[config.mk]
export PLATFORM = sky130hd
export DESIGN_NAME = wcg_ctrl
export DESIGN_NICKNAME = d
export VERILOG_FILES = /design/src/rtl/wcg_pkg.sv /design/src/rtl/wcg_ctrl.sv
export SDC_FILE = /design/constraint.sdc
export NUM_CORES = 1
export LEC_CHECK = 0
export BUFFER_PORTS_ARGS = -buffer_cell sky130_fd_sc_hd__buf_2
export CAP_MARGIN = 5
export CORE_AREA = 4 4 41 43
export DETAILED_ROUTE_END_ITERATION = 16
export DIE_AREA = 0 0 45 47
export MAX_ROUTING_LAYER = met4
export PLACE_DENSITY = 0.39
export SYNTH_ARGS = -nofsm -noshare
export SYNTH_HDL_FRONTEND = slang
export SYNTH_SLANG_ARGS = --single-unit
[constraint.sdc]
create_clock -name clock -period 2.5 [get_ports clock]
set_input_delay 0.625 -clock clock [delete_from_list [all_inputs] [get_ports clock]]
set_output_delay 0.625 -clock clock [all_outputs]
set_load 0.005 [all_outputs]
[src/rtl/wcg_pkg.sv]
`timescale 1ns / 1ps
// ----------------------------------------------------------------------------
// wcg_pkg: shared types, constants and sine-table function for the chirp generator
// Window modes, register indexes, the quarter sine table function and the
// controller/datapath command and status structs.
// ----------------------------------------------------------------------------
package wcg_pkg;

   localparam int INDEX_BITS_DEF      = 16;
   localparam int SINE_TABLE_BITS_DEF = 10;
   localparam int CSR_ADDR_BITS       = 3;
   localparam int CSR_DATA_BITS       = 32;

   localparam logic [CSR_ADDR_BITS-1:0] REG_SAMPLE_COUNT   = 3'd0;
   localparam logic [CSR_ADDR_BITS-1:0] REG_CHIRP_RATE     = 3'd1;
   localparam logic [CSR_ADDR_BITS-1:0] REG_HALF_BANDWIDTH = 3'd2;
   localparam logic [CSR_ADDR_BITS-1:0] REG_WINDOW_MODE    = 3'd3;
   localparam logic [CSR_ADDR_BITS-1:0] REG_BLACKMAN_STEP  = 3'd4;
   localparam logic [CSR_ADDR_BITS-1:0] REG_HAMMING_STEP   = 3'd5;

   localparam logic [1:0] WIN_NONE     = 2'd0;
   localparam logic [1:0] WIN_BLACKMAN = 2'd1;
   localparam logic [1:0] WIN_HAMMING  = 2'd2;

   localparam logic [15:0] SAMPLE_COUNT_RST = 16'd1023;

   // Window coefficients, Q15
   localparam logic signed [17:0] BLK_A0 = 18'sd13763;
   localparam logic signed [17:0] BLK_A1 = 18'sd16384;
   localparam logic signed [17:0] BLK_A2 = 18'sd2621;
   localparam logic signed [17:0] HAM_A0 = 18'sd17695;
   localparam logic signed [17:0] HAM_A1 = 18'sd15073;

   // Controller to datapath
   typedef struct packed {
      logic load;   // capture a new sample index
      logic step;   // advance pipeline one stage
   } wcg_cmd_type;

   // Datapath to controller
   typedef struct packed {
      logic done;   // final stage holds a finished sample
   } wcg_sts_type;

   // First-quadrant sine, Q30 polynomial, evaluated at elaboration for tables
   function automatic logic [15:0] quad_sine(input int unsigned r, input int tbits);
      longint unsigned x, x2, a, s, v;
      x  = (longint'(r) * 64'd1686629713) >> (tbits - 2);
      x2 = (x * x) >> 30;
      a  = 64'd1073741824 - x2 / 72;
      a  = 64'd1073741824 - ((x2 * a) >> 30) / 42;
      a  = 64'd1073741824 - ((x2 * a) >> 30) / 20;
      a  = 64'd1073741824 - ((x2 * a) >> 30) / 6;
      s  = (x * a) >> 30;
      v  = (s * 32767 + (64'd1 << 29)) >> 30;
      if (v > 32767) v = 32767;
      return v[15:0];
   endfunction

endpackage

[src/rtl/wcg_ctrl.sv]
`timescale 1ns / 1ps
// ----------------------------------------------------------------------------
// wcg_ctrl: sequencer for the chirp generator
// Takes one request word, runs it through the datapath stages, holds the
// result until the response side takes it.
// ----------------------------------------------------------------------------
module wcg_ctrl (
   input  logic                 clock,
   input  logic                 reset,
   input  logic                 req_valid,
   output logic                 req_stall,
   output logic                 rsp_valid,
   input  logic                 rsp_stall,
   output wcg_pkg::wcg_cmd_type cmd,
   input  wcg_pkg::wcg_sts_type sts
);
   import wcg_pkg::*;

   typedef enum logic [1:0] {
      ST_IDLE,
      ST_RUN,
      ST_OUT
   } state_type;

   state_type state_ff, state_in;
   logic      rsp_valid_ff, rsp_valid_in;

   assign req_stall = (state_ff != ST_IDLE);
   assign rsp_valid = rsp_valid_ff;

   always_comb begin
      state_in     = state_ff;
      rsp_valid_in = rsp_valid_ff;
      cmd.load     = 1'b0;
      cmd.step     = 1'b0;
      case (state_ff)
         ST_IDLE: begin
            if (req_valid) begin
               cmd.load = 1'b1;
               state_in = ST_RUN;
            end
         end
         ST_RUN: begin
            cmd.step = 1'b1;
            if (sts.done) begin
               cmd.step     = 1'b0;
               rsp_valid_in = 1'b1;
               state_in     = ST_OUT;
            end
         end
         ST_OUT: begin
            if (!rsp_stall) begin
               rsp_valid_in = 1'b0;
               state_in     = ST_IDLE;
            end
         end
         default: state_in = ST_IDLE;
      endcase
   end

   always_ff @(posedge clock) begin
      if (reset) begin
         state_ff     <= ST_IDLE;
         rsp_valid_ff <= 1'b0;
      end else begin
         state_ff     <= state_in;
         rsp_valid_ff <= rsp_valid_in;
      end
   end

endmodule

==> impl_results.md <==
* Outcome: completed
* Die height at 47 um
* Distinct cell type count of the synthesized netlist at 11
* Area fraction in compound gates after synthesis at 23.77%
* Gr busiest metal: met1
* Total of warnings raised by yosys at 0
* Critical path start-end classification: input port to output port
* # H-tree levels at 1
* Number of non-filler instances in the completed layout at 44
* Synthesized area at 152.6 um2
* Post-cts resize count at 0
* Post-synth EDFFs at 0
* Number of antenna violations at the first check in global routing at 0
* Total clock sinks at 3
* Die ar. at 2115 um2
* Async set or reset register ratio after synthesis at 0%
* Maximum number of pins on one net before global-route repair at 8
* Port-buffer cells at 8
* Count of state elements after synthesis at 3
* Required time of the critical path at 1.88 ns
* Wire length per cell after detailed routing at 8.818 um
* GR Layer Usage met2 at 4.802%
* Area share of and/or/nand/nor cells after synthesis at 31.97%
* GRT met3 Usage at 3.831%
* Vias after detailed routing at 165
* Maximum clock rate at 578.1 MHz
* Number of antenna-violating nets in the routed design at 0
* Clock tree root driver cell: clkbuf_4
* Type of the worst min-delay path: flop to flop
* Power density of the placed cells at 684.7 nW/um2
* Congestion Overflow GR at 0
* Diodes inserted at 0
* Wirelength, routed at 388 um
* Number of endpoints with negative hold slack in the final report at 0
* Transition time at the pin with the least slew margin at 0.2468 ns
* Pre-CTS setup slack at 0.7645 ns
* Horizontal die dimension at 45 um
* Slew HR at 83.51%
* Share of cells above drive strength 1 at 44.83%
* DP Cell Count at 40
* Number of cells produced by synthesis at 17
* Number of vias per cell after detailed routing at 3.750
* Leading cell type by number of instances after synthesis: dfxtp_1
* Wire length of the first global-routing pass at 634 um
* Post-CTS Setup Inserts at 0
* Via count of the first global-routing pass at 159
* XOR/XNOR Fraction of Synth Area at 0%
* Synth top area share at 39.34%
* Core utilization of the finished layout at 18.27%
* Core Rows at 13
* Final clock skew at 0.005800 ns
* Crit-path slowest cell: nand2b_1
* Signal arrival time at the worst endpoint at 1.10 ns
* Endpoint class of the critical path: output port
* CP max FO at 3
* Clk pin slew, worst setup/hold paths at 0.04 ns
* CP Cell Sequence: buf_2, nand2b_1, nor2_1, buf_2
* Most area-hungry cell type in the Yosys netlist: dfxtp_1
* Main flop type after synthesis: dfxtp_1
* Clock insertion delay at the later pin of the skew report at 0.23 ns
* Cts hold-fix bufs at 0
* Worst Slack Setup Final at 0.7702 ns
* Number of setup violations in the final report at 0
* Sequential fraction of the synthesis area at 39.34%
* RD Place Congestion at 0.6706
* Max Buffers Root-to-Sink at 2
* Nets at 35
* Synthesized area per cell at 8.979 um2
* Post-Synth Adder-Cell Area at 0%
* TNS Setup at 0 ns
* Met1 Use GR at 5.442%
* Number of violations reported at the end of detailed-routing iteration 0 at 2
* Maximum Capacitance Violations at 0
* Leakage at 0.1043 nW
* Dominant combinational cell family by area after synthesis: simple AND/OR/NAND/NOR gates
* Total Routing Usage GR at 4.645%
* Num CTS Buffers at 3
* Clock tree from TritonCTS: done
* Number of remaining DRC errors at 0
* Post-synthesis net count at 22
* Cell types with the highest counts after synthesis: dfxtp_1 (3), inv_1 (2), nand2b_1 (2), nand3b_1 (2), nor2_1 (2)
* Peak per-stage delay on the critical path at 0.15 ns
* Largest vdd supply drop at 0.0002148 V
* Starting utilization of the core area at 11.73%
* Final Critical Period at 1.730 ns
* CP most frequent cell: buf_2
* Count of boundary I/O pins at 9
* Fin crit share at 69.19%
* Fill count at 159
* Kind of start point of the critical path: input port
* Multiplexer area fraction after synthesis at 0%
* Number of detailed-routing iterations run before antenna repair at 2
* RSZ-0062 raised after global routing: false
* Area growth from synthesis to final layout at 55.74%
* Synth top area cells: dfxtp_1 (39%), a2111oi_2 (9.8%), nand3b_1 (9.8%)
* Area inside the core boundary at 1301 um2
* Final number of max-transition violations at 0
==> routing by layer <==
metal / vias to the layer above / share of wire [%]
met5: - / 0
met4: 0 / 0
met3: 0 / 12
met2: 8 / 41
met1: 73 / 46
li1: 84 / -
==> cell usage in the layout, fill, tap and decap left out, drive strengths merged <==
master / instances
a211oi: 1
nor3b: 1
inv: 2
nand3b: 2
buf: 8
nand2b: 2
clkbuf: 4
dfxtp: 3
or2: 1
nor2: 2
a2111oi: 1
a21oi: 2
==> worst max-delay path, delay by kind of cell <==
kind | cells | cell delay (ns)
buffers and inverters | 2 | 0.24
AND/OR/NAND/NOR | 2 | 0.24
==> worst paths after layout <==
kind | slack [ns] | end | startpoint | cells after the start
setup / recovery | 0.77 | cmd[0] | sts | 4
hold / removal | 0.50 | rsp_valid | rsp_valid | 2
setup reg to reg | 1.61 | rsp_valid | state_ff[1] | 2
hold reg to reg | 0.50 | rsp_valid | rsp_valid | 2
==> flip-flops by register name (all words and copies together), names as in the netlist <==
name / flops
state_ff: 2
rsp_valid: 1
==> kinds of logic after synthesis <==
| kind of cell | after synthesis |
|---|---|
| AO/OA/AOI/OAI | 4 |
| buffers and inverters | 2 |
| flip-flops | 3 |
| AND/OR/NAND/NOR | 8 |
==> cell type report <==
cell class	count	area, um2	area share [%]
clock buffers	4	26.28	11.05
inverters	2	7.507	3.158
multi-input cells	12	85.08	35.79
flip-flops and latches	3	60.06	25.26
well taps	15	18.77	7.895
repair buffers	8	40.04	16.84
==> where the power goes <==
| group | switching [mW] | internal [mW] | total [mW] | leakage (nW) |
|---|---|---|---|---|
| Clock | 0.0267 | 0.0599 | 0.0867 | 0.0150 |
| Combinational | 0.00914 | 0.0114 | 0.0206 | 0.0647 |
| Sequential | 0.00436 | 0.0511 | 0.0555 | 0.0246 |
==> per-stage QoR <==
| stage | hold slack, ns | total power, mW | cell area, um2 |
|---|---|---|---|
| 3_3_place_gp | 0.4982 | 0.07678 | 211.5 |
| 3_5_place_dp | 0.4923 | 0.07697 | 211.5 |
| 6_report | 0.4959 | 0.1628 | 237.7 |
| 4_1_cts | 0.4979 | 0.1682 | 237.7 |
| 2_1_floorplan | 0.4889 | 0.06579 | 152.6 |
| 5_1_grt | 0.5263 | 0.1739 | 237.7 |
Power figures use the tool's default switching activity.
